## config.mk

```make
export PLATFORM = sky130hd
export DESIGN_NAME = bpfa_fifo
export DESIGN_NICKNAME = d
export VERILOG_FILES = /design/src/rtl/bpfa_fifo.sv
export SDC_FILE = /design/constraint.sdc
export NUM_CORES = 1
export LEC_CHECK = 0
export BUFFER_PORTS_ARGS = -buffer_cell sky130_fd_sc_hd__buf_2
export CORE_UTILIZATION = 30
export DETAILED_ROUTE_END_ITERATION = 10
export GPL_ROUTABILITY_DRIVEN = 0
export GPL_TIMING_DRIVEN = 0
export PLACE_DENSITY_LB_ADDON = 0.05
export SLEW_MARGIN = 20
export SYNTH_ARGS = -nofsm -noshare
export SYNTH_HDL_FRONTEND = slang
export SYNTH_SLANG_ARGS = --single-unit
export TNS_END_PERCENT = 100
```

## constraint.sdc

```tcl
create_clock -name clk -period 1.9 [get_ports clk]
set_input_delay 0.19 -clock clk [delete_from_list [all_inputs] [get_ports clk]]
set_output_delay 0.19 -clock clk [all_outputs]
set_load 0.01 [all_outputs]
```

## src/rtl/bpfa_fifo.sv

```systemverilog
// Small queue used between the request front end, the back end and the result port.
`default_nettype none
module bpfa_fifo #(
  parameter int WIDTH = 8,
  parameter int DEPTH = 2
) (
  input  wire logic             clk,
  input  wire logic             rst,
  input  wire logic             push,
  output logic                  full,
  input  wire logic [WIDTH-1:0] wdata,
  input  wire logic             pop,
  output logic                  empty,
  output logic      [WIDTH-1:0] rdata
);

  localparam int AW = (DEPTH > 1) ? $clog2(DEPTH) : 1;

  logic [WIDTH-1:0] slots [DEPTH];
  logic [AW-1:0]    wr_ptr;
  logic [AW-1:0]    rd_ptr;
  logic [AW:0]      count;
  logic             do_push;
  logic             do_pop;

  assign full    = (count == (AW+1)'(DEPTH));
  assign empty   = (count == '0);
  assign do_push = push && !full;
  assign do_pop  = pop && !empty;
  assign rdata   = slots[rd_ptr];

  always_ff @(posedge clk) begin
    if (rst) begin
      wr_ptr <= '0;
      rd_ptr <= '0;
      count  <= '0;
    end else begin
      if (do_push) begin
        wr_ptr <= (wr_ptr == AW'(DEPTH-1)) ? '0 : wr_ptr + 1'b1;
      end
      if (do_pop) begin
        rd_ptr <= (rd_ptr == AW'(DEPTH-1)) ? '0 : rd_ptr + 1'b1;
      end
      count <= count + (AW+1)'(do_push) - (AW+1)'(do_pop);
    end
  end

  always_ff @(posedge clk) begin
    if (do_push) slots[wr_ptr] <= wdata;
  end

endmodule
`default_nettype wire

```

; Word level (Yosys, flattened, before mapping)
; Memory sizes are Yosys's and may differ from the RTL's. A register that Yosys moved wholly into a read port is not among the register bits.
; Cells that the tools add are included.
[totals]
regBits = 4
latchBits = 0
ramBits = 16
mem_bits_ro = 0
in_bits = 12
word_cells = 20
n_memories = 1
[op_classes]
add_sub_neg = 4
multipliers = 0
n_div = 0
magnitude_cmp = 0
eq_ne = 1
shifts = 0
muxes = 6
n_bitwise = 0
n_reduce_logical = 5
[memory_table]
columns = name, words, word_bits, rd, rd_ports_with_merged_regs, write_ports, line
row1 = slots, 2, 8, 1, 1, 1, 19  ; logic [WIDTH-1:0] slots [DEPTH];
[op_table]
columns = operator, count
row1 = 1-bit 2-to-1 mux, 6
row2 = "1-bit adder, second input constant", 2
row3 = 2-bit by 1-bit adder with 2-bit output, 1
row4 = "2-bit == test, second input constant", 1
row5 = 1-bit logical AND, 2
row6 = 1-bit logical NOT, 2
row7 = 2-bit logical NOT, 1
row8 = 2-bit by 1-bit subtractor with 2-bit output, 1

; Longest topological paths before layout
; Gate-level depths: netlist (run 1).
[depth]
ltp_word = 5
depth_mapped = 8

; Worst setup path after synthesis (run 1)
; No wires, ideal clock.
[synth_timing]
kind = reg2reg
startpoint = reg count[1]
endpoint = reg count[1]
setup_time_ps = 78
arrival_time_ps = 1400
required_time_ps = 1822
slack_ps = 422
stages_incl_launch_ff = 8
path_buffers = 0
period_less_slack_ps = 1478
path_cell_list = dfxtp_1 -> o21a_2 -> ha_1 -> inv_1 -> ha_1 -> xor2_1 -> and2_1 -> nor3_1
[synth_between]
elab_cells_between_ends = 8
classes_between = add/sub: 2 / eq/ne: 1 / reduce/logical: 5
[synth_rtl]
columns = element, line
row1 = "start, declared", 22  ; logic [AW:0] count;
row2 = "start signal, assigned", 44  ; count <= count + (AW+1)'(do_push) - (AW+1)'(do_pop);
row3 = 2-bit logical NOT, 27  ; assign empty = (count == '0);
row4 = 1-bit logical NOT, 29  ; assign do_pop = pop && !empty;
row5 = 1-bit logical AND, 29
row6 = net do_pop, 24  ; logic do_pop;
row7 = 2-bit by 1-bit subtractor with 2-bit output, 44
; The timed path passes the listed nets, and every way through them passes these cells.
; A chain may end at the register's enable or synchronous reset.

; Final worst setup path (run 1)
[layout_timing]
startpoint = reg count[0]
endpoint = reg count[1]
[layout_between]
elab_chain_cells = 5
elab_cells_between_ends = 8
classes_between = add/sub: 2 / eq/ne: 1 / reduce/logical: 5
[layout_lines]
columns = element, line
row1 = 2-bit == test, 26  ; assign full = (count == (AW+1)'(DEPTH));
row2 = 1-bit logical NOT, 28  ; assign do_push = push && !full;
row3 = 1-bit logical AND, 28
row4 = 2-bit by 1-bit adder with 2-bit output, 44
row5 = 2-bit by 1-bit subtractor with 2-bit output *, 44
; Every way passes the cells marked *; elsewhere a longest branch is shown, timed or not.

==> results of run 1 <==
-- path summary, 6_finish.rpt --
kind / start / to / slack, ns
worst max register to register: count[0] / count[1] / 0.33
worst min register to register: wr_ptr / wr_ptr / 0.50
worst max-delay path: count[0] / count[1] / 0.33
worst min-delay path: wdata[6] / slots[1][6] / 0.08
-- state kept, by name, indices dropped and copies added, names as in the netlist, named ones only --
signal  count
rd_ptr      1
count       2
wr_ptr      1
slots      16
-- routing by layer --
layer	share of wire [%]	track usage, %
met3	4.7	3.390
met5	0	0
met4	0	5.128
met1	44	10.68
met2	51	17.08
-- synthesized netlist by cell type --
master,number,area (µm²)
a21oi_1,1,5.000
and2_1,1,6.260
and3_2,1,7.510
buf_2,1,5.000
dfxtp_1,5,100.1
edfxtp_1,16,480.5
ha_1,2,25.02
inv_1,3,11.26
inv_2,1,3.750
mux2_1,5,56.30
mux2_2,3,33.78
nand2_1,1,3.750
nand2b_2,1,8.760
nor2_1,4,15.01
nor2b_1,1,6.260
nor3_1,1,5.000
o21a_2,1,8.760
o21ai_0,1,5.000
or3_1,1,6.260
xnor2_1,1,8.760
xor2_1,1,8.760
-- stage by stage --
stage	hold slack (ns)	cell area, µm²
finish	0.08086	979.7
global route	0.05337	979.7
CTS	0.06261	979.7
detailed placement	0.3826	953.4
global placement	0.3796	953.4
floorplan	0.2591	810.8
-- kinds of logic (layout without fill, tap and decap cells) --
group / count (synthesis) / after routing / share of synthesized area (%)
muxes: 8 / 8 / 11.11
buffers and inverters: 5 / 30 / 2.468
DFF: 21 / 21 / 71.61
AOI/OAI and AO/OA: 3 / 3 / 2.314
adders and majority gates: 2 / 2 / 3.086
xor gates and xnor gates: 2 / 2 / 2.161
and+or+nand+nor: 11 / 11 / 7.254
-- power by group --
part           switching [W]  total (W)  internal, W
Clock               0.000120   0.000201    0.0000816
Combinational       0.000211   0.000402     0.000191
Sequential         0.0000365   0.000629     0.000593
Total               0.000368    0.00123     0.000866
-- cell type report --
cell class              count  area, µm²
flip-flops and latches     21      580.6
multi-input cells          26      210.2
well taps                  30      37.54
fillers                   253       1543
clock buffers               4      26.28
plain buffers               1      5.005
inverters                   4      15.01
repair buffers             21      105.1
-- critical path: stages (launching register included) --
cell and delay [ns]:
dfxtp_1 0.39, nand2b_2 0.16, nand2_1 0.07, ha_1 0.27, inv_1 0.04, ha_1 0.18, xor2_1 0.15, and2_1 0.15
nor3_1 0.11
==> run_results.csv, run 1 <==
group,metric,value,unit
timing,tns,0,ns
timing,rsz0062_at_grt,"no",
timing,worst_pin_slew,0.3488,ns
timing,setup_violations,0,
power_and_ir_drop,p_total,0.001233,W
cells_and_area,layout-drive-gt1-share,41.56,%
global_route,grt_pass1_vias,461,
cells_and_area,num_antenna_cells,0,
power_and_ir_drop,leakage,0.4078,nW
logic_synthesis,ys_seq_elements,21,
cts,insertion_delay,0.29,ns
timing,drv_slew,0,
cts,htreeDepth,1,
cells_and_area,syn_to_final_growth,20.83,%
floorplan,rows,18,
timing,layout_min_cycle_time,1.569,ns
cts,tritoncts,"yes",
floorplan,ios,22,
logic_synthesis,yosysWarnings,0,
logic_synthesis,synth_nets,66,
logic_synthesis,ys_types,21,
setup_path,path_max_fanout,4,
setup_path,arrival,1.80,ns
cells_and_area,final_cell_mix,"buf_2, edfxtp_1, mux2_1, dfxtp_1, nor2_1",
cts,cts_repair_resize_count,0,
cts,cts_buffer_depth,2,
timing,fin_crit_sh,82.58,%
drt,antenna_left,0,
power_and_ir_drop,cellPowerDensity,1259,nW/µm²
drt,avgRoutedWirePerCell,11.14,µm
place,portBuffers,21,
cells_and_area,stdcell_count,107,
timing,hold_viol,0,
global_route,grt_pass1_wl,1945,µm
logic_synthesis,syn_inst,52,
floorplan,die_h,53.99,µm
floorplan,core,2522,µm²
global_route,grt_overflow_total,0,
cells_and_area,layout_commonest_cell,"buf_2",
logic_synthesis,ys_seq_area_share,71.60,%
floorplan,die_x,53.99,µm
cts,clockRootBuffer,"clkbuf_4",
place,dp_slack,0.3428,ns
cts,post_cts_buffers,0,
floorplan,initial_utilization,32.14,%
status,status,"finished, final reports clean",
logic_synthesis,avgSynthCellArea,15.59,µm²
drt,drt_pass1_iterations,4,
timing,timing.fmax,637.3,MHz
timing,relSlewSlack,76.72,%
cells_and_area,fin_nets,92,
timing,finalClockSkew,0.003744,ns
setup_path,rr_worst_depth,8,
drt,drc,0,
place,hpwl,856.4,µm
cts,cts_buffers,3,
hold_path,hold_class,"primary input to register",
logic_synthesis,netlist_area,810.8,µm²
setup_path,path_class,"register to register",
run,maxCapViolations,0,
global_route,grt_max_degree,12,
timing,fin_ws,0.3309,ns
setup_path,critPathLaunchType,"register",
cts,cts.clk_slew.worst_paths,0.11,ns
drt,first_iter_violations,10,
drt,totalWireLength,1192,µm
power_and_ir_drop,vdd_drop_max,0.5081,mV
floorplan,die_area,2914,µm²
drt,via_per_inst,4.393,
hold_path,worstHoldPathCells,1,
place,dp_cells,103,
cts,hold_buffers,0,
setup_path,cp-end-kind,"register",
global_route,grt_usage,9.923,%
setup_path,required,2.13,ns
drt,dr_total_vias,470,
cells_and_area,fin_util,38.84,%
global_route,grt_antenna_before_repair,0,
cts,clkSinkCount,21,
No activity file was read; power rests on OpenSTA's default activity.
==> run 2, diff against run 1 <==
- clock period: 1.9 -> 1.5 ns (I/O delays scaled with it)
==> run 2 against run 1 <==
Worst setup slack got worse by 0.29 ns; via count increased by 4.7%; flip-flop and latch count unchanged; clock skew decreased by 0.0022 ns; sequential power increased by 30%; highest routed layer unchanged.
==> run_results.csv, run 2 (same netlist as run 1, synthesis figures left out) <==
group,metric,value,unit
power_and_ir_drop,leakage,0.4178,nW
cells_and_area,largestRegisters,"slots x16, count x2",
hold_path,min-delay-start,"wdata[1]",
cells_and_area,num_antenna_cells,0,
setup_path,critPathLaunchType,"register",
cells_and_area,regMostFlops,"slots",
cts,tritoncts,"yes",
timing,fin_crit_sh,97.41,%
floorplan,die_h,53.99,µm
floorplan,rows,18,
timing,fin_ws,0.03886,ns
global_route,met1_usage,12.43,%
timing,worst_pin_slew,0.2147,ns
cts,cts.clk_slew.worst_paths,0.11,ns
power_and_ir_drop,cellPowerDensity,1627,nW/µm²
status,status,"finished, final reports clean",
cells_and_area,fin_util,41.96,%
cells_and_area,syn_to_final_growth,30.56,%
setup_path,r2r_slack,0.04,ns
global_route,grt_util_met3,3.390,%
cts,cts_buffers,3,
timing,setup_violations,0,
cts,htreeDepth,1,
setup_path,rr_endpoint,"count[1]",
setup_path,path_class,"register to register",
global_route,grt_util_met2,19.34,%
timing,relSlewSlack,85.69,%
cts,clockRootBuffer,"clkbuf_4",
drt,avgRoutedWirePerCell,12.01,µm
drt,first_iter_violations,10,
timing,finalClockSkew,0.001529,ns
cells_and_area,fin_nets,94,
cells_and_area,largest_reg_flops,16,
cells_and_area,layout-drive-gt1-share,53.16,%
setup_path,cp-end-kind,"register",
run,maxCapViolations,0,
hold_path,worstHoldPathCells,1,
place,portBuffers,21,
cts,insertion_delay,0.29,ns
floorplan,core,2522,µm²
setup_path,rr_worst_depth,7,
cells_and_area,final_cell_mix,"buf_2, edfxtp_1, mux2_1",
global_route,grt_usage,11.16,%
setup_path,required,1.72,ns
cts,cts_buffer_depth,2,
global_route,top_usage_layer,"met2",
floorplan,ios,22,
drt,drt_pass1_iterations,4,
timing,timing.fmax,684.4,MHz
setup_path,arrival,1.68,ns
place,hpwl,856.4,µm
hold_path,hold_class,"primary input to register",
setup_path,crit_start,"count[1]",
cts,hold_buffers,0,
timing,layout_min_cycle_time,1.461,ns
timing,rsz0062_at_grt,"yes",
timing,drv_slew,0,
cts,clkSinkCount,21,
global_route,grt_pass1_vias,477,
place,dp_slack,-0.05716,ns
global_route,grt_max_degree,12,
floorplan,die_x,53.99,µm
drt,antenna_left,0,
drt,dr_total_vias,492,
floorplan,initial_utilization,32.14,%
timing,hold_viol,0,
cells_and_area,layout_commonest_cell,"buf_2",
global_route,grt_antenna_before_repair,0,
setup_path,reg2reg_from,"count[1]",
drt,via_per_inst,4.514,
power_and_ir_drop,vdd_drop_max,0.8012,mV
global_route,grt_pass1_wl,2139,µm
floorplan,die_area,2914,µm²
drt,totalWireLength,1309,µm
hold_path,min_to,"slots[1][1]",
global_route,grt_overflow_total,0,
setup_path,path_max_fanout,5,
drt,drc,0,
-- run 2: report_power, final --
part	internal, W	total (W)	switching, W
Clock	0.000103	0.000256	0.000153
Combinational	0.000328	0.000646	0.000318
Sequential	0.000762	0.000820	0.0000581
Total	0.00119	0.00172	0.000529
-- run 2: area by class of cell --
cell class | count | area [µm²]
fillers | 244 | 1464
flip-flops and latches | 21 | 585.6
inverters | 4 | 18.77
well taps | 30 | 37.54
multi-input cells | 26 | 259.0
plain buffers | 1 | 11.26
clock buffers | 4 | 26.28
repair buffers | 23 | 120.1
-- run 2: metal layers --
metal | share of wire [%] | up-vias
li1 | - | 238
met1 | 42 | 241
met2 | 54 | 13
met3 | 4.4 | 0
met4 | 0 | 0
met5 | 0 | -
-- run 2: metrics by stage --
stage | hold WS [ns] | cells | TNS (ns) | cell area [µm²] | power (W)
global placement | 0.3396 | 103 | -0.1335 | 953.4 | 0.001330
finish | 0.04108 | 109 | 0 | 1059 | 0.001722
detailed placement | 0.3426 | 103 | -0.2119 | 953.4 | 0.001330
CTS | 0.02268 | 109 | -0.01103 | 1041 | 0.001718
floorplan | 0.2191 | 52 | 0 | 810.8 | 0.001154
global route | 0.006529 | 109 | -0.01405 | 1059 | 0.001876
-- run 2: worst max path at each step --
| stage | end | slack, ns | depth (start not counted) |
|---|---|---|---|
| 3_5_place_dp | count[1] | -0.06 | 7 |
| 6_report | count[1] | 0.04 | 7 |
| 5_1_grt | count[1] | -0.01 | 7 |
| 2_1_floorplan | count[1] | 0.02 | 7 |
| 3_3_place_gp | count[1] | -0.04 | 7 |
| 4_1_cts | count[1] | -0.01 | 7 |
-- run 2: repair_timing --
| action | in CTS | in global routing |
|---|---|---|
| setup buffers | 2 | 0 |
| setup endpoints to repair | 13 | 17 |
| resized for setup | 11 | 4 |
| pin swaps | 3 | 1 |
-- run 2: critical path, cell delays in order (launching register included) --
cell and delay [ns]:
dfxtp_4 0.38, o21a_4 0.21, ha_4 0.26, inv_2 0.03, ha_4 0.14, xor2_1 0.14
and2_1 0.14, nor3_2 0.09
==> run 3, diff against run 2 <==
- CORE_UTILIZATION: 30 -> 49
==> run 3 against run 2 <==
The run now ends with setup timing left; flip-flop and latch count unchanged; critical path type unchanged; largest cell class unchanged; worst setup slack worse by 0.13 ns; routed wire length decreased by 10%; non-clock buffer count grew 1; via count rose by 0.41%; die area down 38%; register-to-register slack got worse by 0.13 ns.
==> run_results.csv, run 3 (same netlist as run 1, synthesis figures left out) <==
group,metric,value,unit
status,status,"complete, but fails checks",
status,violations,"setup timing",
hold_path,hold_class,"primary input to register",
cells_and_area,largest_reg_flops,16,
global_route,grt_pass1_wl,1869,µm
floorplan,die_area,1821,µm²
setup_path,critPathLaunchType,"register",
cells_and_area,largestRegisters,"slots x16, count x2",
drt,drt_pass1_iterations,3,
power_and_ir_drop,cellPowerDensity,1652,nW/µm²
drt,dr_total_vias,494,
floorplan,core,1524,µm²
power_and_ir_drop,vdd_drop_max,1.026,mV
timing,rsz0062_at_grt,"yes",
drt,first_iter_violations,11,
cts,insertion_delay,0.29,ns
cells_and_area,num_antenna_cells,0,
timing,drv_slew,0,
global_route,grt_overflow_total,0,
timing,fin_ws,-0.08898,ns
place,portBuffers,21,
power_and_ir_drop,p_total,0.001726,W
cts,cts.clk_slew.worst_paths,0.11,ns
cells_and_area,layout_commonest_cell,"buf_2",
setup_path,cpPeakStageDelay,0.38,ns
place,dp_slack,-0.09827,ns
setup_path,slowest_stage,"dfxtp_4",
global_route,grt_usage,14.18,%
drt,avgRoutedWirePerCell,12.22,µm
global_route,grt_pass1_vias,447,
timing,relSlewSlack,86.72,%
setup_path,cp-end-kind,"register",
place,hpwl,791.4,µm
setup_path,path_max_fanout,3,
setup_path,path_class,"register to register",
floorplan,die_h,42.68,µm
global_route,grt_antenna_before_repair,0,
cells_and_area,layout-drive-gt1-share,57.50,%
cts,cts_buffers,3,
cells_and_area,regMostFlops,"slots",
floorplan,rows,14,
timing,hold_viol,0,
run,maxCapViolations,0,
setup_path,r2r_slack,-0.09,ns
cells_and_area,fin_nets,95,
setup_path,required,1.72,ns
floorplan,initial_utilization,53.20,%
global_route,grt_max_degree,12,
cts,hold_buffers,0,
timing,setup_violations,1,
drt,drc,0,
cts,tritoncts,"yes",
drt,antenna_left,0,
timing,whs,0.04512,ns
cts,htreeDepth,1,
floorplan,die_x,42.68,µm
timing,worst_pin_slew,0.1987,ns
cells_and_area,final_cell_mix,"buf_2, edfxtp_1, mux2_1",
drt,via_per_inst,5.146,
setup_path,arrival,1.81,ns
setup_path,path_cells,"o21a_4 -> ha_4 -> inv_2 -> ha_2 -> xor2_2 -> and2_4 -> nor3_2",
floorplan,ios,22,
cts,cts_buffer_depth,2,
drt,totalWireLength,1173,µm
cells_and_area,syn_to_final_growth,28.86,%
timing,fin_crit_sh,105.9,%
timing,layout_min_cycle_time,1.589,ns
timing,finalClockSkew,0.003078,ns
cts,clockRootBuffer,"clkbuf_4",
cts,clkSinkCount,21,
power_and_ir_drop,leakage,0.4220,nW
timing,timing.fmax,629.3,MHz
[run 3: report_power, final]
part           switching, W  leakage, nW  total (W)  internal (W)
sequential        0.0000525        0.192   0.000814      0.000762
clock              0.000150       0.0150   0.000253      0.000103
combinational      0.000316        0.215   0.000659      0.000343
total              0.000519        0.422    0.00173       0.00121
[run 3: final timing paths]
| check | startpoint | end | cells after the start |
|---|---|---|---|
| worst min register to register | wr_ptr | wr_ptr | 2 |
| worst min-delay path | wdata[7] | slots[1][7] | 1 |
| worst max-delay path | count[1] | count[1] | 7 |
| worst max register to register | count[1] | count[1] | 7 |
[run 3: what timing repair did]
| action | in CTS | in global routing |
|---|---|---|
| pin swaps | 1 | 5 |
| setup endpoints to repair | 9 | 9 |
| gates resized for setup | 6 | 10 |
| buffers inserted | 1 | 2 |
[run 3: stage by stage]
stage	cells	instance area [µm²]	TNS, ns	util [%]
6_report	96	1045	-0.08898	68.55
3_3_place_gp	89	935.9	-0.03371	61.41
4_1_cts	94	989.7	-0.04776	64.94
5_1_grt	96	1045	-0.1678	68.55
3_5_place_dp	89	935.9	-0.1700	61.41
2_1_floorplan	52	810.8	0	-
[run 3: area by class of cell]
type,count,area (µm²)
Buffer,1,7.507
Timing Repair Buffer,24,127.6
Tap cell,16,20.02
Clock buffer,4,26.28
Multi-Input combinational cell,26,259.0
Inverter,4,18.77
Fill cell,115,479.2
Sequential cell,21,585.6
[run 3: layer usage]
layer	wire length [µm]	vias up	global-route usage, %	share of wire [%]
li1	-	242	-	-
met1	539	240	16.76	46
met2	592	12	24.24	50
met3	41	0	5.106	3.5
met4	0	0	3.750	0
met5	0	-	0	0
[run 3: worst max-delay path: cells and delay by family (launching register included)]
family          cells  cell delay (ns)
fa+ha+maj           2             0.43
flops               1             0.38
simple gates        2             0.30
compound gates      1             0.21
xor+xnor            1             0.18
buf+inv             1             0.03
