$ cat config.mk
export PLATFORM = sky130hd
export DESIGN_NAME = bpfa_front
export DESIGN_NICKNAME = d
export VERILOG_FILES = /design/src/rtl/bpfa_pkg.sv /design/src/rtl/bpfa_front.sv
export SDC_FILE = /design/constraint.sdc
export NUM_CORES = 1
export LEC_CHECK = 0
export BUFFER_PORTS_ARGS = -buffer_cell sky130_fd_sc_hd__buf_2
export CORE_ASPECT_RATIO = 0.8
export CORE_MARGIN = 3
export CORE_UTILIZATION = 34
export DETAILED_ROUTE_END_ITERATION = 6
export PLACE_DENSITY = 0.72
export SLEW_MARGIN = 25
export SYNTH_ARGS = -nofsm -noshare
export SYNTH_HDL_FRONTEND = slang
export SYNTH_SLANG_ARGS = --single-unit
$ cat constraint.sdc
create_clock -name clk -period 2.6 [get_ports clk]
set_input_delay 0.65 -clock clk [delete_from_list [all_inputs] [get_ports clk]]
set_output_delay 0.65 -clock clk [all_outputs]
set_load 0.05 [all_outputs]
$ cat src/rtl/bpfa_pkg.sv
// Shared types, constants and helpers for the page frame allocator.
`default_nettype none
package bpfa_pkg;

  localparam int NumPages  = 32768;
  localparam int PageBytes = 4096;

  typedef enum logic [1:0] {
    ACT_ALLOC = 2'd0,
    ACT_FREE  = 2'd1,
    ACT_QUERY = 2'd2,
    ACT_ADD   = 2'd3
  } action_t;

  typedef enum logic [2:0] {
    ST_CLEAR,
    ST_IDLE,
    ST_FIND,
    ST_READ,
    ST_MODIFY,
    ST_RESP
  } back_state_t;

  typedef struct packed {
    logic [31:0] page_address;
    logic        ok;
    logic        page_used;
    logic [15:0] pages_free;
    logic [15:0] pages_used;
    logic [15:0] used_peak;
    logic [15:0] pages_managed;
    logic [31:0] alloc_total;
    logic [31:0] free_total;
  } result_t;

  // index of the lowest set bit, zero when none
  function automatic logic [4:0] lowest_set32(input logic [31:0] v);
    logic [4:0] r;
    r = '0;
    for (int i = 31; i >= 0; i--) begin
      if (v[i]) r = 5'(i);
    end
    return r;
  endfunction

endpackage
`default_nettype wire

$ cat src/rtl/bpfa_front.sv
// Request front end: registers a request, derives page index and range check.
`default_nettype none
module bpfa_front #(
  parameter int NUM_PAGES  = bpfa_pkg::NumPages,
  parameter int PAGE_BYTES = bpfa_pkg::PageBytes,
  parameter int PB         = 15
) (
  input  wire logic          clk,
  input  wire logic          rst,
  input  wire logic          push,
  output logic               full,
  input  wire logic [1:0]    action,
  input  wire logic [31:0]   address,
  input  wire logic          clearing,
  output logic               q_push,
  input  wire logic          q_full,
  output logic [PB+2:0]      q_data
);

  localparam int PS = $clog2(PAGE_BYTES);

  logic          stage_valid;
  logic [1:0]    stage_action;
  logic          stage_in_range;
  logic [PB-1:0] stage_page;
  logic [31:0]   page_full;
  logic          accept;

  assign page_full = address >> PS;
  assign full      = clearing || (stage_valid && q_full);
  assign accept    = push && !full;
  assign q_push    = stage_valid && !q_full;
  assign q_data    = {stage_action, stage_in_range, stage_page};

  always_ff @(posedge clk) begin
    if (rst) begin
      stage_valid <= 1'b0;
    end else if (accept) begin
      stage_valid <= 1'b1;
    end else if (q_push) begin
      stage_valid <= 1'b0;
    end
  end

  always_ff @(posedge clk) begin
    if (accept) begin
      stage_action   <= action;
      stage_in_range <= page_full < 32'(NUM_PAGES);
      stage_page     <= page_full[PB-1:0];
    end
  end

endmodule
`default_nettype wire

== Yosys cells after proc, flatten, opt, wreduce, memory -nomap -nowiden ==
Index checks and enable logic that the tools add are counted.

* Word-level logic and storage cells: 14
* Register bits after elaboration: 19
* Bits of input ports: 39
* Output and inout bits: 20

* Reduce and logical (&&, ||, !) cells: 7
* Magnitude comparators: 1
* Mux-type cells: 2

{| class="wikitable"
|+ Operator list
! kind !! count
|-
| 20-bit by 16-bit less-than comparator with 1-bit output, second input constant || 1
|-
| 1-bit logical AND || 3
|-
| 1-bit zero test || 2
|-
| 1-bit 2-to-1 mux || 2
|-
| 2-bit nonzero test || 1
|-
| 1-bit logical OR || 1
|}

== Depth between registers and ports, before layout ==
Gate-level depths: netlist (run 1).

* Word-level depth: 5
* Mapped depth: 2
* Depth with buffers taken out: 2

== Worst setup path before layout (run 1) ==
OpenSTA, ideal clock, no wires.

* Path type: input to register
* Start point: in clearing
* End point: reg stage_action[0] (enable)
* Required time: 2.201 ns
* Stages: 2
* Slack: 0.485 ns
* Path buffers: 0
* Library setup time: 0.399 ns
* Arrival time: 1.716 ns
* Path through: nand2b_1 -> a21oi_1

* Cells in the longest elaborated chain, start to end: 3

{| class="wikitable"
|+ Ends and longest elaborated chain
! what !! RTL line !! text
|-
| start, declared || bpfa_front.sv:14 || <nowiki>input wire logic clearing,</nowiki>
|-
| 1-bit logical OR || bpfa_front.sv:30 || <nowiki>assign full = clearing || (stage_valid && q_full);</nowiki>
|-
| 1-bit zero test || bpfa_front.sv:31 || <nowiki>assign accept = push && !full;</nowiki>
|-
| 1-bit logical AND || bpfa_front.sv:31 ||
|-
| via accept || bpfa_front.sv:27 || <nowiki>logic accept;</nowiki>
|-
| end signal, assigned || bpfa_front.sv:47 || <nowiki>stage_action <= action;</nowiki>
|-
| end, declared || bpfa_front.sv:23 || <nowiki>logic [1:0] stage_action;</nowiki>
|}

The timed path passes the listed nets, and every way through them passes these cells.
A chain may end at the register's enable or synchronous reset.

== Worst setup path after layout (run 1) ==
* Start point: in q_full
* End point: out full

* Cells in the longest elaborated chain, start to end: 2

{| class="wikitable"
|+ Ends and longest elaborated chain
! what !! RTL line !! text
|-
| start, declared || bpfa_front.sv:16 || <nowiki>input wire logic q_full,</nowiki>
|-
| 1-bit logical AND || bpfa_front.sv:30 ||
|-
| 1-bit logical OR || bpfa_front.sv:30 ||
|-
| end, declared || bpfa_front.sv:11 || <nowiki>output logic full,</nowiki>
|}

No other way between the ends.

==> flow_summary_export.csv, run 1 <==
group,metric,value,unit
yosys,syn_nets,67,
cts,cts.sinks,19,
cts,hold_buffers,0,
sta,slew_viol_final,0,
die,die_y,43.9,um
hold_path,hp-class,"in2reg",
final_layout,multi_input_area,43.8,sq um
final_layout,num-nets-final,118,
final_layout,layout.cells.non_filler,100,
cts,ctsResizeCount,0,
routing,drtIter0Drc,2,
cts,clk_path_buf_depth,2,
sta,setup_viol,0,
cts,insertion_delay,0.29,ns
power_and_ir_drop,design_power_total,582,uW
yosys,synth_top_flop_cell,"edfxtp_1",
routing,wirelength,1170,um
global_route,grt_pass1_vias,406,
final_layout,drive_gt1_share,64.1,%
sta,period_needed,1.79,ns
cts,cts_root_buf,"clkbuf_4",
worst_setup_path,path_class,"in2out",
yosys,syn_inst,28,
yosys,synth.distinct_cells,9,
global_route,grt_max_degree,19,
die,start_util,36.9,%
routing,drc,0,
worst_setup_path,worstSetupEndpointType,"output pin",
yosys,syn-cell-area,612,sq um
placed_design,place_ws,0.803,ns
placed_design,gp_congestion,0.674,
yosys,ys_top_cells_by_area,"edfxtp_1, dfxtp_1, nand2b_1",
final_layout,fill_cells,154,
sta,worst_pin_slew,0.257,ns
final_layout,stdcell_area,896,sq um
final_layout,n_antenna_cell,0,
cts,clk_pin_slew,0.10,ns
worst_setup_path,crit_path_frequent_cell,"buf_2",
yosys,synth_edf_count,18,
sta,rsz0062_at_grt,"no",
final_layout,syn2layout_area_growth,46.4,%
routing,avgViaCountPerCell,4.15,
global_route,grt.total_usage,10.5,%
die,boundaryPins,59,
yosys,yosys_warnings,0,
placed_design,place_area,870,sq um
worst_setup_path,cp.arrival,1.14,ns
outcome,outcome,"complete, no violations",
sta,fin_worst_skew,0.00667,ns
placed_design,dp_cells,96,
global_route,antenna_found_initial,0,
worst_setup_path,crit_path_start_kind,"primary input",
sta,fin_tns_setup,0,ns
run,max_cap_viol_count,0,
sta,worst_slack,0.806,ns
final_layout,layout.area.seq,561,sq um
die,core_region_area,1660,sq um
power_and_ir_drop,p_leak,0.394,nW
worst_setup_path,required,1.95,ns
power_and_ir_drop,power_density,649,nW/um^2
yosys,ys_ff_latch,19,
yosys,synth_common_cells,"edfxtp_1, a21oi_1, nand2b_1",
global_route,grt_pass1_wl,1720,um
cts,cts_setup_buffers,0,
die,die_area,2350,sq um
die,die_w,53.4,um
final_layout,fin_util,54.0,%
routing,wl_per_cell,11.7,um
yosys,yosysMostFrequentCell,"edfxtp_1",
global_route,grt-ovfl-total,0,
yosys,synth_area_per_cell,21.9,sq um
cts,cts-htree-levels,1,
worst_setup_path,path_cells,"buf_2 -> nand2_1 -> nand2b_1 -> buf_2",
worst_setup_path,max_stage_delay,0.25,ns
sta,hold_violations,0,
sta,max_slew_margin,83.0,%
placed_design,dp_hpwl,938,um
yosys,synth.top_cell.area_share,88.3,%
routing,vias,415,
routing,ant_nets,0,
yosys,synthArstFlopShare,0,%
worst_setup_path,worst_path_max_delay_cell,"buf_2",
routing,drtPass1Iterations,2,
yosys,ys_seq_area_share,91.6,%
yosys,yosysTopAreaCell,"edfxtp_1",
placed_design,portBuffers,46,
sta,finalCritPeriodShare,69.0,%
cts,cts_tree,"built",
power_and_ir_drop,ir_worst_vdd,0.000450,V
cts,cts_buffers,3,
sta,fmax,558,MHz
die,std_cell_rows,13,
worst_setup_path,critPathMaxFanout,3,
sta,holdWs,0.505,ns
==> flip-flops by register name, indices dropped and copies added, names as in the netlist <==
signal and flops:
stage_action 2, stage_in_range 1, stage_page 15, stage_valid 1
==> final cells by class <==
type	instances	area share, %
tap	22	3.07
sequential	19	62.6
timing repair buffer	47	26.5
multi-input combinational	8	4.89
clock buffer	4	2.93
==> worst max-delay path, delay by kind of cell <==
family	cells	cell delay [ns]
AND/OR/NAND/NOR	2	0.14
buffers and inverters	2	0.35
==> path summary, 6_finish.rpt <==
path | from | endpoint | slack, ns | cells after the start
setup / recovery | q_full | full | 0.81 | 4
hold / removal | rst | stage_valid | 0.51 | 2
setup reg to reg | stage_valid | stage_page[5] | 1.56 | 2
hold reg to reg | stage_valid | stage_valid | 0.51 | 2
==> metal layers <==
layer / vias up / global-route usage, % / share of wire [%]
met1: 200 / 10.7 / 37
met3: 0 / 4.12 / 5.4
met2: 10 / 19.3 / 57
met4: 0 / 3.06 / 0
met5: - / 0 / 0
li1: 205 / - / -
==> power breakdown <==
group	leakage, nW	internal (mW)	switching, mW
logic	0.203	0.0250	0.0627
registers	0.176	0.350	0.00294
clock network	0.0150	0.0596	0.0815
==> cells in the final DEF, fill, tap and decap left out <==
master,count
a21oi_1,2
buf_2,46
buf_4,1
clkbuf_1,1
clkbuf_4,3
dfxtp_1,1
edfxtp_1,18
nand2_1,1
nand2b_1,2
nor2_1,1
nor2b_1,1
or4_1,1
==> logic make-up after synthesis <==
family                 after synthesis  share of synthesized area (%)
DFF                                 19                           91.6
and+or+nand+nor                      6                           5.52
AOI/OAI and AO/OA                    2                           1.64
buffers and inverters                1                           1.23
Note: power is estimated with default switching activity, not from simulation.
==> run 2: changes to the inputs <==
--- a/config.mk
+++ b/config.mk
@@ -5,12 +5,13 @@
 export SDC_FILE = /design/constraint.sdc
 export NUM_CORES = 1
 export LEC_CHECK = 0
+export ABC_AREA = 1
 export BUFFER_PORTS_ARGS = -buffer_cell sky130_fd_sc_hd__buf_2
 export CORE_ASPECT_RATIO = 0.8
 export CORE_MARGIN = 3
-export CORE_UTILIZATION = 34
+export CORE_UTILIZATION = 31
 export DETAILED_ROUTE_END_ITERATION = 6
-export PLACE_DENSITY = 0.72
+export PLACE_DENSITY = 0.68
 export SLEW_MARGIN = 25
 export SYNTH_ARGS = -nofsm -noshare
 export SYNTH_HDL_FRONTEND = slang
==> constraint.sdc (replaced) <==
create_clock -name clk -period 1.5 [get_ports clk]
set_input_delay 0.375 -clock clk [delete_from_list [all_inputs] [get_ports clk]]
set_output_delay 0.375 -clock clk [all_outputs]
set_load 0.05 [all_outputs]
==> flow_summary_export.csv, run 2 <==
group,metric,value,unit
cts,hold_buffers,0,
placed_design,dp_hpwl,1110,um
die,boundaryPins,59,
power_and_ir_drop,ir_worst_vdd,0.000715,V
routing,wirelength,1310,um
sta,slew_viol_final,0,
die,die_y,46.5,um
yosys,synth_common_cells,"edfxtp_1, inv_1, nor2_1",
global_route,grt.met1_usage,11.3,%
worst_setup_path,worstSetupEndpointType,"output pin",
cts,cts_root_buf,"clkbuf_4",
cts,cts.sinks,19,
yosys,synth.distinct_cells,8,
yosys,synth_area_per_cell,18.1,sq um
power_and_ir_drop,swShare,26.0,%
yosys,ys_seq_area_share,88.4,%
final_layout,n_antenna_cell,0,
worst_setup_path,rr_endpoint,"stage_page[2]",
sta,setup_viol,0,
yosys,synth_top_flop_cell,"edfxtp_1",
worst_setup_path,required,1.12,ns
cts,clk_pin_slew,0.10,ns
power_and_ir_drop,power_density,1090,nW/um^2
cts,ctsResizeCount,0,
final_layout,mostFrequentLayoutCell,"buf_2",
run,max_cap_viol_count,0,
worst_setup_path,cp.arrival,1.03,ns
die,core_region_area,1770,sq um
routing,avgViaCountPerCell,4.31,
cts,cts_buffers,3,
final_layout,largestRegisters,"stage_page (15), stage_action (2)",
global_route,grt_util_met3,6.72,%
worst_setup_path,critPathMaxFanout,2,
worst_setup_path,path_class,"reg2out",
worst_setup_path,reg2reg_slack,0.40,ns
die,die_w,56.6,um
yosys,syn_inst,35,
cts,cts_tree,"built",
sta,finalCritPeriodShare,93.9,%
yosys,syn_nets,74,
die,std_cell_rows,13,
final_layout,final_cell_mix,"buf_2, edfxtp_1, inv_1, clkbuf_4, nor2_1",
global_route,grt_pass1_vias,463,
sta,period_needed,1.41,ns
global_route,grt.total_usage,11.4,%
sta,worst_slack,0.0918,ns
sta,max_slew_margin,83.0,%
cts,cts_setup_buffers,0,
final_layout,fill_cells,164,
sta,fin_worst_skew,0.00676,ns
final_layout,syn2layout_area_growth,47.9,%
global_route,met2_usage,20.7,%
sta,hold_violations,0,
routing,drtPass1Iterations,4,
global_route,busiest_layer,"met2",
cts,cts-htree-levels,1,
cts,clk_path_buf_depth,2,
global_route,grt_pass1_wl,2110,um
yosys,ys_ff_latch,19,
cts,insertion_delay,0.29,ns
worst_setup_path,reg2regPathDepth,4,
yosys,yosysTopAreaCell,"edfxtp_1",
power_and_ir_drop,comb_power_share,16.2,%
routing,ant_nets,0,
routing,drtIter0Drc,3,
die,die_area,2630,sq um
die,start_util,35.8,%
final_layout,drive_gt1_share,64.0,%
yosys,syn-cell-area,634,sq um
power_and_ir_drop,seq_power_share,59.7,%
sta,rsz0062_at_grt,"no",
power_and_ir_drop,p_int,759,uW
final_layout,multi_input_area,55.1,sq um
yosys,yosys_warnings,0,
final_layout,layout.area.seq,561,sq um
yosys,synth_edf_count,18,
hold_path,hp-class,"in2reg",
final_layout,regMostFlops,"stage_page",
sta,fmax,710,MHz
global_route,grt-ovfl-total,0,
final_layout,largest_register_ffs,15,
yosys,synthArstFlopShare,0,%
global_route,grt_max_degree,11,
sta,fin_tns_setup,0,ns
yosys,synth.top_cell.area_share,85.2,%
hold_path,hold_path.startpoint,"action[1]",
final_layout,num-nets-final,126,
power_and_ir_drop,p_leak,0.432,nW
yosys,yosysMostFrequentCell,"edfxtp_1",
outcome,outcome,"complete, no violations",
sta,worst_pin_slew,0.257,ns
routing,drc,0,
yosys,ys_top_cells_by_area,"edfxtp_1, dfxtp_1, inv_1",
power_and_ir_drop,netSwitchingPower,267,uW
routing,vias,465,
placed_design,portBuffers,46,
placed_design,place_ws,0.204,ns
hold_path,hold_end,"stage_action[1]",
worst_setup_path,crit_path_start_kind,"flop",
routing,wl_per_cell,12.1,um
hold_path,hold_path_depth,1,
global_route,antenna_found_initial,0,
power_and_ir_drop,p_clk_share,24.1,%
placed_design,gp_congestion,0.595,
worst_setup_path,rr_startpoint,"stage_valid",
run 2: changes by cell type after synthesis, sizes merged, moves of 2 or more:
cell,change
nor2,+4
a21oi,-2
nand2b,-2
nand2,+3
inv,+5
run 2: cells by family after synthesis:
family,synth area share [%]
AO/OA/AOI/OAI,1.38
flip-flops,88.4
AND/OR/NAND/NOR,6.11
buffers and inverters,4.14
run 2: metrics by stage:
step                      utilization, %  hold slack (ns)  cells  total power [mW]  area, sq um
after floorplan                        -            0.474     35             0.729          642
final                               52.9            0.252    108              1.03          938
after CTS                           52.6            0.243    108              1.04          933
after global placement              51.2            0.535    104             0.785          907
after global routing                52.9            0.228    108              1.08          938
after detailed placement            51.2            0.554    104             0.791          907
run 2: power by group through the flow:
stage	Clock [mW]	Sequential, mW	Combinational (mW)
floorplan	0	0.693	0.0359
global placement	0	0.623	0.162
detailed placement	0	0.625	0.166
CTS	0.258	0.613	0.166
global route	0.287	0.615	0.175
finish	0.247	0.612	0.166
run 2: worst max-delay path: stages (launching register included):
cell and delay, ns:
dfxtp_1 0.35, nand2_2 0.07, nand2_2 0.09, clkbuf_4 0.23
run 2: routing by layer:
layer  vias up  share of wire [%]
li1        222                  -
met1       209                 34
met2        34                 51
met3         0                 15
met4         0                  0
met5         -                  0
run 2: area by class of cell:
cell class / count / area share (%)
Sequential cell: 19 / 59.7
Timing Repair Buffer: 48 / 26.7
Multi-Input combinational cell: 10 / 5.87
Tap cell: 22 / 2.93
Clock buffer: 4 / 2.80
Inverter: 5 / 2.00
run 2: worst max-delay path by stage:
stage	slack (ns)	to	depth (start not counted)	startpoint
6_report	0.09	full	3	stage_valid
3_5_place_dp	0.20	stage_page[11]	5	q_full
5_1_grt	0.02	full	3	stage_valid
4_1_cts	0.05	full	3	stage_valid
2_1_floorplan	0.1	q_push	1	q_full
3_3_place_gp	0.24	stage_page[11]	5	q_full
==> run 3: changes to the inputs <==
==> constraint.sdc (replaced) <==
create_clock -name clk -period 1.2 [get_ports clk]
set_input_delay 0.3 -clock clk [delete_from_list [all_inputs] [get_ports clk]]
set_output_delay 0.3 -clock clk [all_outputs]
set_load 0.05 [all_outputs]
==> flow_summary_export.csv, run 3 (synthesized netlist as in run 2, its figures left out) <==
group,metric,value,unit
power_and_ir_drop,p_leak,0.473,nW
sta,setup_viol,2,
placed_design,portBuffers,46,
final_layout,num-nets-final,125,
cts,cts_root_buf,"clkbuf_4",
final_layout,regMostFlops,"stage_page",
routing,drc,0,
final_layout,syn2layout_area_growth,69.0,%
worst_setup_path,startpoint,"stage_valid",
die,std_cell_rows,13,
worst_setup_path,worst_path_max_delay_cell,"dfxtp_2",
outcome,violations,"negative setup slack",
worst_setup_path,worstSetupEndpointType,"output pin",
hold_path,hp-class,"in2reg",
sta,worst_pin_slew,0.135,ns
final_layout,largestRegisters,"stage_page (15), stage_action (2)",
worst_setup_path,rr_endpoint,"stage_page[10]",
cts,insertion_delay,0.29,ns
sta,finalCritPeriodShare,103,%
worst_setup_path,rr_startpoint,"stage_valid",
final_layout,n_antenna_cell,0,
hold_path,hold_end,"stage_page[5]",
cts,cts-htree-levels,1,
sta,holdWs,0.177,ns
placed_design,dp_hpwl,980,um
sta,hold_violations,0,
routing,wl_per_cell,11.6,um
routing,avgViaCountPerCell,4.21,
final_layout,largest_register_ffs,15,
worst_setup_path,required,0.90,ns
cts,clk_path_buf_depth,2,
worst_setup_path,path_depth,3,
placed_design,gp_congestion,0.603,
worst_setup_path,path_class,"reg2out",
global_route,grt.total_usage,10.8,%
worst_setup_path,crit_buf_inv,2,
final_layout,drive_gt1_share,68.2,%
die,start_util,35.8,%
sta,rsz0062_at_grt,"yes",
cts,clk_pin_slew,0.10,ns
worst_setup_path,reg2reg_slack,0.15,ns
final_layout,mostFrequentLayoutCell,"buf_2",
cts,cts.sinks,19,
worst_setup_path,path_delay_family,"flip-flops",
final_layout,fill_cells,152,
routing,drtPass1Iterations,3,
run,max_cap_viol_count,0,
sta,slew_viol_final,0,
hold_path,hold_path.startpoint,"address[17]",
worst_setup_path,crit_path_start_kind,"flop",
cts,cts_setup_buffers,0,
cts,cts_tree,"built",
power_and_ir_drop,design_power_total,1.32,mW
sta,fmax,807,MHz
die,die_y,46.5,um
hold_path,hold_path_depth,1,
cts,hold_buffers,0,
power_and_ir_drop,power_density,1230,nW/um^2
power_and_ir_drop,ir_worst_vdd,0.00108,V
global_route,grt_pass1_wl,1990,um
global_route,grt_pass1_vias,452,
worst_setup_path,critPathMaxFanout,2,
die,boundaryPins,59,
global_route,grt-ovfl-total,0,
worst_setup_path,reg2regPathDepth,4,
final_layout,layout.cells.non_filler,107,
die,die_w,56.6,um
outcome,outcome,"finished, violations left",
sta,worst_slack,-0.0398,ns
sta,period_needed,1.24,ns
routing,drtIter0Drc,3,
routing,wirelength,1240,um
global_route,antenna_found_initial,0,
die,die_area,2630,sq um
die,core_region_area,1770,sq um
worst_setup_path,max_stage_delay,0.36,ns
routing,ant_nets,0,
worst_setup_path,cp.arrival,0.94,ns
global_route,grt_max_degree,19,
cts,cts_buffers,3,
worst_setup_path,path_cells,"inv_1 -> nor2_2 -> buf_6",
placed_design,dp_cells,103,
routing,vias,450,
sta,fin_worst_skew,0.00778,ns
final_layout,final_cell_mix,"buf_2, edfxtp_1, buf_6",
sta,max_slew_margin,91.0,%
run 3: cell types whose count changed in the layout (fill, tap and decap cells not counted), moves of 2 or more:
cell,previous run,this run
clkbuf_4,5,3
buf_4,2,6
buf_2,44,26
nand2_2,2,0
buf_6,0,13
run 3: worst max-delay path by stage:
| stage | endpoint | slack, ns |
|---|---|---|
| floorplan | stage_action[0] | -0.004 |
| global placement | full | 0.03 |
| detailed placement | full | 0.009 |
| CTS | q_push | -0.06 |
| global route | q_push | -0.11 |
| finish | q_push | -0.04 |
run 3: through the flow:
step                      instance area [sq um]  utilization [%]  setup TNS [ns]  worst slack, ns
after floorplan                             668                -         -0.0693         -0.00385
after global placement                      938             52.9               0           0.0263
after detailed placement                    938             52.9               0          0.00870
after CTS                                  1000             56.5          -0.111          -0.0640
after global routing                       1070             60.5          -0.327           -0.109
final                                      1070             60.5         -0.0630          -0.0398
run 3: where the power goes:
part | switching (mW) | internal (mW)
Combinational | 0.152 | 0.0956
Sequential | 0.0114 | 0.759
Clock | 0.178 | 0.124
Total | 0.341 | 0.979
run 3: area by class of cell:
cell class	count	area, sq um	share of cell area [%]
clock inverters	1	5.00	0.467
well taps	22	27.5	2.57
flip-flops and latches	19	562	52.4
multi-input cells	10	76.3	7.12
clock buffers	3	22.5	2.10
inverters	5	22.5	2.10
repair buffers	47	357	33.3
run 3: per-layer routing:
layer | track usage [%] | wire length [um] | vias to the layer above
met1 | 9.47 | 346 | 195
met5 | 0 | 0 | -
met4 | 2.84 | 8 | 0
met3 | 7.84 | 209 | 2
met2 | 20.0 | 680 | 33
li1 | - | - | 220
run 3: what timing repair did:
| action | 4_1_cts | 5_1_grt |
|---|---|---|
| endpoints found under the setup margin | 7 | 20 |
| resized for setup | 12 | 36 |
| pin swaps | 2 | 0 |
